<file path="src/spq_pkg.sv">
package spq_pkg;

	// Default sizes
	localparam int unsigned SPQ_QUEUE_DEPTH   = 256;
	localparam int unsigned SPQ_PRIORITY_BITS = 32;
	localparam int unsigned SPQ_PAYLOAD_BITS  = 9;

	// Request kind carried on the input side
	typedef enum logic {
		REQ_INSERT = 1'b0,
		REQ_REMOVE = 1'b1
	} spq_req_t;

	// Operation broadcast to every cell in the chain
	typedef struct packed {
		logic ins;
		logic rem;
	} spq_op_t;

endpackage

</file>
<file path="src/spq_cell.sv">
module spq_cell
	import spq_pkg::*;
#(
	parameter int unsigned PRIORITY_BITS = SPQ_PRIORITY_BITS,
	parameter int unsigned PAYLOAD_BITS  = SPQ_PAYLOAD_BITS
) (
	input  logic                     clk,
	input  spq_op_t                  op,
	input  logic                     occupied,
	input  logic [PRIORITY_BITS-1:0] new_prio,
	input  logic [PAYLOAD_BITS-1:0]  new_payload,
	input  logic                     left_stay,
	input  logic [PRIORITY_BITS-1:0] left_prio,
	input  logic [PAYLOAD_BITS-1:0]  left_payload,
	input  logic [PRIORITY_BITS-1:0] right_prio,
	input  logic [PAYLOAD_BITS-1:0]  right_payload,
	output logic                     stay,
	output logic [PRIORITY_BITS-1:0] prio,
	output logic [PAYLOAD_BITS-1:0]  tag
);

	logic [PRIORITY_BITS-1:0] prio_q;
	logic [PAYLOAD_BITS-1:0]  tag_q;

	// Keep the entry in place when it sorts at or before the new one
	assign stay = occupied && (prio_q <= new_prio);
	assign prio = prio_q;
	assign tag  = tag_q;

	// Hold, take the new entry, or shift from a neighbor
	always_ff @(posedge clk) begin
		if (op.ins) begin
			if (!stay) begin
				if (left_stay) begin
					prio_q <= new_prio;
					tag_q  <= new_payload;
				end else begin
					prio_q <= left_prio;
					tag_q  <= left_payload;
				end
			end
		end else if (op.rem) begin
			prio_q <= right_prio;
			tag_q  <= right_payload;
		end
	end

endmodule
</file>
<file path="config.mk">
export PLATFORM = sky130hd
export DESIGN_NAME = spq_cell
export DESIGN_NICKNAME = d
export VERILOG_FILES = /design/src/spq_pkg.sv /design/src/spq_cell.sv
export SDC_FILE = /design/constraint.sdc
export NUM_CORES = 1
export LEC_CHECK = 0
export ABC_AREA = 1
export BUFFER_PORTS_ARGS = -buffer_cell sky130_fd_sc_hd__buf_2
export CORE_UTILIZATION = 35
export DETAILED_ROUTE_END_ITERATION = 10
export PLACE_DENSITY = 0.69
export SLEW_MARGIN = 20
export SYNTH_ARGS = -nofsm -noshare
export SYNTH_HDL_FRONTEND = slang
export SYNTH_SLANG_ARGS = --single-unit
</file>
<file path="constraint.sdc">
create_clock -name clk -period 2.6 [get_ports clk]
set_clock_uncertainty 0.15 [all_clocks]
set_input_delay 0 -clock clk [delete_from_list [all_inputs] [get_ports clk]]
set_output_delay 0 -clock clk [all_outputs]
set_load 0.005 [all_outputs]
</file>
---- Yosys cells after proc, flatten, opt, wreduce, memory -nomap -nowiden ----
Cells that the tools add are included.
operators by class
  add/sub/neg operators ................... 0
  $mul .................................... 0
  div/mod/pow operators ................... 0
  order comparisons ....................... 1
  equality and inequality tests ........... 1
  shift-type cells ........................ 0
  mux-type cells .......................... 8
  bitwise logic cells ..................... 0
  reduce and logical (&&, ||, !) cells .... 3
operator list
  cell                                           count
  two-way mux 32 bit                             4
  two-way mux 9 bit                              4
  less-or-equal comparator 32 bit                1
  inequality test 2 bit (second input constant)  1
  AND reduction 2 bit                            1
  nonzero test 2 bit                             1
  logical AND 1 bit                              1
word-level totals
  register bits after elaboration ......... 41
  bits in latches ......................... 0
  RAM bits ................................ 0
  ROM bits ................................ 0
  input port bits ......................... 128
  output and inout port bits .............. 42
  logic and storage cells ................. 15
  memories kept ........................... 0

---- Depth between registers and ports, before layout ----
Gate-level depths: netlist of the first run.
  depth after elaboration ................. 4
  mapped depth ............................ 17
  mapped depth without buffers ............ 17

---- Worst setup path after synthesis of the first run ----
No wires, ideal clock.
  kind .................................... register to register
  start point ............................. register prio_q[23], in the netlist prio[23]
  end point ............................... register prio_q[0], in the netlist prio[0], enable pin
  library setup time ...................... 0.399 ns
  arrival ................................. 2.194 ns
  data required time ...................... 2.051 ns
  slack ................................... -0.143 ns
  stages on the path, launching flop included .. 12
  path buffers ............................ 0
  period minus slack after synthesis ...... 2.743 ns
  cells stage by stage .................... edfxtp_1 -> ha_1 -> nand2_1 -> nor2_2 -> nand4_1 -> nor2_2 -> nand2_1 -> nand2_1 -> nand2_1 -> nand2_1 -> nand2_1 -> nand2_1
between the ends
  cells in the longest elaborated chain, start to end .. 4
ends and longest elaborated chain
  item                             RTL line        source
  start, declared                  spq_cell.sv:22  logic [PRIORITY_BITS-1:0] prio_q;
  start signal, assigned           spq_cell.sv:35  prio_q <= new_prio;
  start signal, assigned           spq_cell.sv:38  prio_q <= left_prio;
  start signal, assigned           spq_cell.sv:43  prio_q <= right_prio;
  less-or-equal comparator 32 bit  spq_cell.sv:26  assign stay = occupied && (prio_q <= new_prio);
  logical AND 1 bit                spq_cell.sv:26
  inequality test 2 bit (no line)  --
  AND reduction 2 bit (no line)    --
Every way passes these cells.
A chain may end at the register's enable or synchronous reset.

---- Worst setup path after layout of the first run ----
  start point ............................. register prio_q[3], in the netlist prio[3]
  end point ............................... register prio_q[3], in the netlist prio[3], enable pin
The elaborated chain is that of the path after synthesis.

==> results of run 1 <==
==> metrics by stage <==
| step | setup WS (ns) | instance area [µm²] |
|---|---|---|
| 2_1_floorplan | 0.2379 | 2914 |
| 3_3_place_gp | 0.4312 | 3869 |
| 5_1_grt | 0.1187 | 4776 |
| 3_5_place_dp | 0.3723 | 3869 |
| 4_1_cts | 0.3503 | 4776 |
| 6_report | 0.3684 | 4776 |
==> area by class of cell <==
cell class,instances,area share (%)
Tap cell,102,2.672
Clock inverter,2,0.7074
Clock buffer,6,1.520
Timing Repair Buffer,254,35.53
Multi-Input combinational cell,272,30.42
Inverter,43,3.380
Sequential cell,41,25.78
==> cell families (layout without fill, tap and decap cells) <==
logic type | Yosys count | count (layout) | share of synthesized area [%]
AND/OR/NAND/NOR | 141 | 141 | 18.87
AO/OA/AOI/OAI | 99 | 99 | 17.19
flip-flops | 41 | 41 | 42.29
adder cells (fa/ha/maj) | 32 | 32 | 13.75
buffers and inverters | 59 | 305 | 7.907
==> cell usage after synthesis <==
master    number  share of area [%]
nand2_1       84                 11
a21oi_1       13                2.2
o21a_1         1               0.26
nand3_1        2               0.34
a21o_1         1               0.26
clkbuf_4       1               0.26
o21ai_1       31                5.3
ha_1          32                 14
edfxtp_1      41                 42
buf_2          4               0.69
inv_2          2               0.26
clkbuf_1      11                1.4
nand4_1        2               0.43
nor2_2         5                1.1
nor2_1        48                6.2
clkinv_1       1               0.13
inv_1         40                5.2
o21ai_0       53                9.1
==> power by group through the flow <==
stage | clock network, mW | registers [mW] | logic [mW]
floorplan | 0 | 0.872 | 0.250
global placement | 0 | 0.861 | 0.491
detailed placement | 0 | 0.866 | 0.504
CTS | 0.518 | 0.851 | 0.626
global route | 0.535 | 0.859 | 0.710
finish | 0.503 | 0.850 | 0.628
==> repair_timing <==
action                                 CTS  global route
hold buffers                            80             0
endpoints found under the hold margin   41             0
setup buffers                            0             0
==> sequential cells by signal (all words and copies together) (netlist names) <==
register,cells
prio,32
tag,9
==> path summary, 6_finish.rpt <==
path	slack, ns	endpoint	from
max	0.37	prio[3]$_DFFE_PP_	prio[3]$_DFFE_PP_
min	-0.006	prio[23]$_DFFE_PP_	new_prio[23]
max reg2reg	0.37	prio[3]$_DFFE_PP_	prio[3]$_DFFE_PP_
min reg2reg	1.22	prio[20]$_DFFE_PP_	prio[16]$_DFFE_PP_
==> metal layers <==
metal | GRT usage, % | part of all wire (%)
met2 | 38.97 | 49
met4 | 8.205 | 2.4
met3 | 4.390 | 6.5
met1 | 23.97 | 42
met5 | 0 | 0
==> worst min-delay path, stage by stage <==
cell and delay (ns):
buf_2 0.09, nor2_1 0.03, o21ai_0 0.20
==> impl_metrics.csv, run 1 <==
group,metric,value,unit
die,die_area,0.008687,mm²
routing,drtPass1Iterations,4,
timing,final_max_slew_viol_count,0,
setup_path,cpMostUsedCell,"nand2_1",
pwr,powerDensity,414.8,mW/mm²
grt,grt_overflow,0,
cts,clock-sinks,41,
setup_path,worstRegToRegCells,16,
layout,stdcell_count,720,
layout,multiInputGateArea,0.001453,mm²
routing,drcViolationCount,0,
pwr,total_power,1.981,mW
setup_path,critPathTopFamily,"simple AND/OR/NAND/NOR gates",
timing,rsz0062_at_grt,"no",
die,initial_utilization,36.91,%
layout,nFillCells,701,
layout,final_core_util,60.55,%
min_path,hold_class,"in -> reg",
synth,synth_cell_types,18,
pwr,peakVddDrop,0.1933,mV
cts,ctsResizeCount,0,
die,top_level_ports,170,
layout,seqCellArea,0.001231,mm²
die,core_area,0.007888,mm²
min_path,min_path_cells,3,
pwr,netSwitchingPower,0.5452,mW
setup_path,max_stage_delay,0.41,ns
grt,antenna_found_initial,0,
grt,grt_pass1_vias,3404,
setup_path,worstSetupPathDepth,16,
timing,finalCritPeriodShare,85.83,%
timing,fmax,0.4481,GHz
run,max_cap_viol_count,0,
grt,grt_pass1_wl,14540,µm
pwr,power.share.switching,27.52,%
synth,ys_ff_latch,41,
place,portBuffers,169,
cts,cts_buffers,5,
cts,clockBufferDepth,2,
routing,drt_iter0_markers,161,
synth,yosysWarnings,0,
cts,htreeDepth,2,
setup_path,crit_required,2.43,ns
synth,avgSynthCellArea,7.827,µm²
setup_path,cp_max_fo,41,
setup_path,slowest_stage,"edfxtp_1",
place,dpl.cell_count,632,
timing,whs,-0.006198,ns
routing,routedWlPerCell,12.65,µm
pwr,p_clk_share,25.4,%
die,die_x,93.21,µm
cts,cts_tree,"done",
timing,slew_headroom,74.17,%
outcome,failed_checks,"negative hold slack",
routing,vias,3388,
routing,ant_nets,0,
grt,track_usage,21.24,%
layout,area_delta_synth_final,64.03,%
outcome,status,"finished, violations left",
layout,final_cell_mix,"169 x buf_2, 83 x nand2_1, 80 x dlygate4sd3_1",
setup_path,arrival,2.07,ns
layout,num_antenna_cells,0,
grt,grt_max_degree,43,
pwr,p_int,1.436,mW
timing,tightestPinTransition,0.3875,ns
synth,synthCells,372,
die,std_cell_rows,32,
place,gp_congestion,0.7582,
synth,ys_seq_area_share,42.29,%
layout,nets,777,
pwr,power.leakage,2.398,nW
routing,totalWireLength,9106,µm
synth,syn_nets,532,
synth,mappedNetlistArea,0.002912,mm²
timing,hold_viol,1,
pwr,combPwrFrac,31.7,%
pwr,p_seq_share,42.9,%
cts,clockRootBuffer,"clkbuf_8",
setup_path,crit_type,"reg -> reg",
layout,layout-drive-gt1-share,30.42,%
setup_path,cp_cell_sequence,"ha_1 > nand2_1 > inv_2 > nand2_1 > nand2_1 > nand2_1 > nand2_1 > nand2_1 > nand2_1 > nand2_1 > nand2_1 > nand2_1 > nand2_1 > nand2_1 > nand2_2 > buf_12",
cts,cts.clk_slew.worst_paths,0.08,ns
place,dpl.hpwl,6132,µm
timing,finalCriticalPeriod,2.232,ns
cts,clock_latency,0.30,ns
die,die_h,93.21,µm
setup_path,path_buf_inv,2,
layout,layout_commonest_cell,"buf_2",
routing,viasPerCell,4.706,
timing,final.setup.tns,0,ns
setup_path,cp-start-kind,"flop",
setup_path,end_kind,"flop",
timing,setup_viol,0,
Power figures use the tool's default switching activity.
==> run 2: changes to the inputs <==
--- a/config.mk
+++ b/config.mk
@@ -7,9 +7,9 @@
 export LEC_CHECK = 0
 export ABC_AREA = 1
 export BUFFER_PORTS_ARGS = -buffer_cell sky130_fd_sc_hd__buf_2
-export CORE_UTILIZATION = 35
+export CORE_UTILIZATION = 40
 export DETAILED_ROUTE_END_ITERATION = 10
-export PLACE_DENSITY = 0.69
+export PLACE_DENSITY = 0.77
 export SLEW_MARGIN = 20
 export SYNTH_ARGS = -nofsm -noshare
 export SYNTH_HDL_FRONTEND = slang
==> run 2 against run 1 <==
  * The flow now finishes without violations
  * Global-route usage increased by 5.0 points
  * Routed wire length is 5.8% higher
  * Flip-flop and latch count unchanged
  * Power shrank 5.2%
  * Clock power fell by 21%
  * Cell count decreased by 0.97%
  * Sequential share of layout area rose by 0.25 points
  * First-iteration DRC count decreased by 30%
==> impl_metrics.csv, run 2 (synthesis gave the netlist of run 1 again) <==
group,metric,value,unit
place,dpl_worst_slack,0.3563,ns
cts,htreeDepth,2,
pwr,power.leakage,2.384,nW
routing,routedWlPerCell,13.51,µm
die,die_h,87.32,µm
layout,nets,776,
layout,largest_reg_flops,32,
pwr,powerDensity,397.1,mW/mm²
run,max_cap_viol_count,0,
routing,drt_iter0_markers,112,
die,top_level_ports,170,
grt,grt_max_degree,43,
cts,cts.clk_slew.worst_paths,0.08,ns
setup_path,crit_type,"reg -> reg",
setup_path,r2r_slack,0.35,ns
die,core_area,0.006907,mm²
setup_path,r2r-end,"prio[24]$_DFFE_PP_",
timing,slew_headroom,50.57,%
routing,totalWireLength,9636,µm
setup_path,reg2reg_from,"prio[7]$_DFFE_PP_",
routing,ant_nets,0,
place,dpl.cell_count,627,
cts,cts_buffers,5,
timing,setup_viol,0,
setup_path,crit_required,2.42,ns
pwr,peakVddDrop,0.2587,mV
routing,vias,3424,
routing,drt-met1-wl,3771,µm
min_path,min_path_cells,3,
layout,stdcell_count,713,
routing,drcViolationCount,0,
setup_path,arrival,2.07,ns
min_path,min_from,"new_prio[17]",
outcome,status,"completed",
cts,clock_latency,0.28,ns
routing,wl_met3,707,µm
timing,fmax,0.4441,GHz
timing,final.setup.tns,0,ns
die,die_area,0.007624,mm²
place,place_area,0.003869,mm²
place,gp_congestion,0.7799,
die,initial_utilization,42.16,%
die,die_x,87.32,µm
routing,wl_met2,4984,µm
cts,cts_tree,"done",
grt,grt_overflow,0,
timing,finalCriticalPeriod,2.252,ns
setup_path,cp-start-kind,"flop",
timing,whs,0.01168,ns
layout,area_delta_synth_final,62.48,%
setup_path,end_kind,"flop",
cts,clock-sinks,41,
cts,post_cts_buffers,0,
grt,antenna_found_initial,0,
place,portBuffers,169,
timing,finalCritPeriodShare,86.60,%
place,dpl.hpwl,6059,µm
routing,drtPass1Iterations,5,
cts,clockRootBuffer,"clkbuf_8",
min_path,min_to,"prio[17]$_DFFE_PP_",
timing,rsz0062_at_grt,"no",
grt,grt_pass1_wl,15310,µm
grt,track_usage,26.23,%
timing,hold_viol,0,
routing,viasPerCell,4.802,
timing,tightestPinTransition,0.7407,ns
setup_path,cp_max_fo,21,
min_path,hold_class,"in -> reg",
timing,final_max_slew_viol_count,0,
die,std_cell_rows,30,
layout,final_area,0.004731,mm²
layout,num_antenna_cells,0,
layout,layout-drive-gt1-share,30.63,%
cts,clockBufferDepth,2,
routing,routed.top_layer,"met4",
layout,layout_commonest_cell,"buf_2",
grt,grt_pass1_vias,3530,
layout,final_cell_mix,"169 x buf_2, 83 x nand2_1, 78 x dlygate4sd3_1",
setup_path,worstRegToRegCells,14,
timing,worst_slack,0.3484,ns
## run 2: cell type report
| class | instances | area [µm²] |
|---|---|---|
| tap | 96 | 120.1 |
| multi-input combinational | 272 | 1453 |
| inverter | 43 | 161.4 |
| fill | 596 | 2176 |
| timing repair buffer | 253 | 1684 |
| clock inverter | 3 | 12.51 |
| sequential | 41 | 1231 |
| clock buffer | 5 | 68.82 |
## run 2: worst max-delay path, stage by stage, from the launching register on
cell      delay [ns]
edfxtp_1        0.39
ha_1            0.31
nand2_1         0.08
nor2_2          0.12
nand2_1         0.06
nand2_1         0.08
nand2_1         0.06
nand2_1         0.06
nand2_1         0.04
nand2_1         0.05
nand2_1         0.04
nand2_1         0.06
nand2_1         0.06
nand2_2         0.08
buf_4           0.28
## run 2: per-stage QoR
| step | power [mW] | utilization [%] |
|---|---|---|
| 6_report | 1.879 | 68.50 |
| 5_1_grt | 2.000 | 68.50 |
| 4_1_cts | 1.875 | 68.50 |
| 3_5_place_dp | 1.366 | 56.01 |
| 3_3_place_gp | 1.348 | 56.01 |
| 2_1_floorplan | 1.122 | - |
## run 2: report_power, final
group	internal, mW	switching (mW)	total, mW	leakage (nW)
Sequential	0.819	0.0311	0.850	0.406
Combinational	0.330	0.301	0.631	1.94
Clock	0.181	0.217	0.398	0.0430
Total	1.33	0.549	1.88	2.38
## run 2: how the worst max path moves through the flow
stage	start	end	slack (ns)
finish	prio[7]$_DFFE_PP_	prio[24]$_DFFE_PP_	0.35
global route	prio[3]$_DFFE_PP_	prio[25]$_DFFE_PP_	0.12
CTS	prio[7]$_DFFE_PP_	prio[30]$_DFFE_PP_	0.35
detailed placement	prio[7]$_DFFE_PP_	tag[0]$_DFFE_PP_	0.36
global placement	prio[7]$_DFFE_PP_	tag[8]$_DFFE_PP_	0.41
floorplan	prio[23]$_DFFE_PP_	prio[0]$_DFFE_PP_	0.24
## run 2: per-layer routing
layer / vias to the layer above / track usage (%)
met3: 17 / 5.687
met2: 160 / 49.43
met4: 0 / 9.836
met1: 1521 / 28.48
met5: - / 0
li1: 1726 / -
## run 2: timing repair
action	4_1_cts	5_1_grt
hold buffers	78	0
hold endpoints to repair	41	0
gates resized for setup	0	0
==> run 3: changes to the inputs <==
--- a/config.mk
+++ b/config.mk
@@ -9,7 +9,7 @@
 export BUFFER_PORTS_ARGS = -buffer_cell sky130_fd_sc_hd__buf_2
 export CORE_UTILIZATION = 40
 export DETAILED_ROUTE_END_ITERATION = 10
-export PLACE_DENSITY = 0.77
+export PLACE_DENSITY_LB_ADDON = 0.05
 export SLEW_MARGIN = 20
 export SYNTH_ARGS = -nofsm -noshare
 export SYNTH_HDL_FRONTEND = slang
==> run 3 against run 2 <==
  * Flip-flop and latch count did not move
  * Setup slack worse by 0.011 ns
  * Highest routed layer unchanged
  * Routed wire length shrank 3.2%
  * Critical endpoint is now tag[6]$_DFFE_PP_
  * Critical path depth increased by 2
  * Clock power is 5.3% higher
  * Combinational power is 0.8% higher
  * Non-clock buffer count is 4 higher
  * Global-route usage decreased by 1.3 points
  * Power up 1.4%
  * Worst hold slack improved by 0.10 ns
  * Die area is the same
  * Core utilization is 0.63 points higher
  * Largest power group unchanged
  * Largest cell class unchanged
==> impl_metrics.csv, run 3 (synthesis gave the netlist of run 1 again) <==
group,metric,value,unit
run,max_cap_viol_count,0,
routing,vias,3399,
timing,slew_headroom,54.03,%
routing,drtPass1Iterations,4,
die,die_x,87.32,µm
cts,clockRootBuffer,"clkbuf_8",
place,dpl_worst_slack,0.2496,ns
layout,nets,780,
die,top_level_ports,170,
timing,rsz0062_at_grt,"no",
grt,antenna_found_initial,0,
cts,clock_latency,0.30,ns
layout,largest_reg_flops,32,
setup_path,slowest_stage,"edfxtp_1",
cts,clock-sinks,41,
cts,htreeDepth,2,
die,std_cell_rows,30,
setup_path,path_buf_inv,2,
cts,cts_buffers,5,
place,portBuffers,169,
setup_path,cpMostUsedCell,"nand2_1",
timing,finalCriticalPeriod,2.263,ns
setup_path,crit_type,"reg -> reg",
setup_path,cp-start-kind,"flop",
layout,nFillCells,618,
timing,final_max_slew_viol_count,0,
die,core_area,0.006907,mm²
routing,viasPerCell,4.741,
pwr,powerDensity,398.9,mW/mm²
cts,post_cts_buffers,0,
layout,layout_commonest_cell,"buf_2",
layout,area_delta_synth_final,63.99,%
cts,clockBufferDepth,2,
min_path,hold_class,"in -> reg",
layout,layout-drive-gt1-share,30.43,%
timing,fmax,0.4419,GHz
timing,setup_viol,0,
layout,seqCellArea,0.001231,mm²
grt,grt_max_degree,42,
routing,drt_iter0_markers,171,
grt,track_usage,24.93,%
layout,num_antenna_cells,0,
setup_path,end_kind,"flop",
timing,hold_viol,0,
setup_path,arrival,2.09,ns
setup_path,cp_max_fo,29,
routing,ant_nets,0,
pwr,power.leakage,2.403,nW
grt,grt_pass1_vias,3332,
die,initial_utilization,42.16,%
routing,drcViolationCount,0,
timing,finalCritPeriodShare,87.03,%
timing,final.setup.tns,0,ns
grt,grt_pass1_wl,14770,µm
timing,worst_slack,0.3372,ns
place,gp_congestion,0.7266,
layout,multiInputGateArea,0.001453,mm²
grt,grt_overflow,0,
setup_path,cp_cell_sequence,"ha_1 > nand2_1 > inv_2 > nand2_1 > nand2_1 > nand2_1 > nand2_1 > nand2_1 > nand2_1 > nand2_1 > nand2_1 > nand2_1 > nand2_1 > nand2_1 > nand2_2 > buf_6",
cts,cts.clk_slew.worst_paths,0.09,ns
setup_path,critPathTopFamily,"simple AND/OR/NAND/NOR gates",
timing,tightestPinTransition,0.6888,ns
die,die_h,87.32,µm
die,die_area,0.007624,mm²
cts,cts_tree,"done",
outcome,status,"completed",
setup_path,max_stage_delay,0.42,ns
layout,final_cell_mix,"169 x buf_2, 83 x nand2_1, 82 x dlygate4sd3_1",
setup_path,crit_required,2.43,ns
pwr,peakVddDrop,0.2464,mV
routing,routedWlPerCell,13.01,µm
routing,totalWireLength,9325,µm
place,dpl.hpwl,6105,µm
timing,whs,0.1155,ns
-- run 3: cell count changes in the layout (fill, tap and decap cells not counted) --
cell	change
buf_6	+1
buf_4	-1
dlygate4sd3_1	+4
-- run 3: worst min-delay path, cell delays in order --
cell	delay, ns
buf_2	0.08
nand2_1	0.05
nand2_2	0.07
buf_4	0.21
-- run 3: metrics by stage --
step	power (mW)	instance area [µm²]	instances	util [%]
after floorplan	1.122	2914	372	-
after global placement	1.359	3869	627	56.01
after detailed placement	1.372	3869	627	56.01
after CTS	1.912	4771	717	69.08
after global routing	2.026	4775	717	69.13
final	1.905	4775	717	69.13
-- run 3: power breakdown --
group / switching [mW] / leakage [nW] / internal, mW / total (mW)
clock: 0.238 / 0.0430 / 0.181 / 0.419
sequential: 0.0313 / 0.406 / 0.818 / 0.850
combinational: 0.298 / 1.95 / 0.338 / 0.636
-- run 3: layer usage --
metal / vias to the layer above / global-route usage (%) / wire [µm] / share of wire (%)
li1: 1737 / - / - / -
met2: 129 / 44.46 / 4602 / 49
met1: 1517 / 29.47 / 3937 / 42
met3: 16 / 5.877 / 641 / 6.9
met4: 0 / 7.899 / 143 / 1.5
met5: - / 0 / 0 / 0
-- run 3: final cells by class --
class | count | area share (%)
clock buffer | 5 | 1.441
clock inverter | 3 | 0.2621
inverter | 43 | 3.381
multi-input combinational | 272 | 30.42
sequential | 41 | 25.79
tap | 96 | 2.516
timing repair buffer | 257 | 36.19
-- run 3: repair_timing --
action | in CTS | in global routing
gates resized for setup | 0 | 1
endpoints found under the setup margin | 0 | 29
hold buffers | 82 | 0
endpoints found under the hold margin | 41 | 0
-- run 3: worst paths after layout --
check / from / end / slack [ns] / depth (start not counted)
max: prio[3]$_DFFE_PP_ / tag[6]$_DFFE_PP_ / 0.34 / 16
min: op[0] / prio[23]$_DFFE_PP_ / 0.12 / 4
min reg2reg: prio[23]$_DFFE_PP_ / prio[23]$_DFFE_PP_ / 1.15 / 10
max reg2reg: prio[3]$_DFFE_PP_ / tag[6]$_DFFE_PP_ / 0.34 / 16
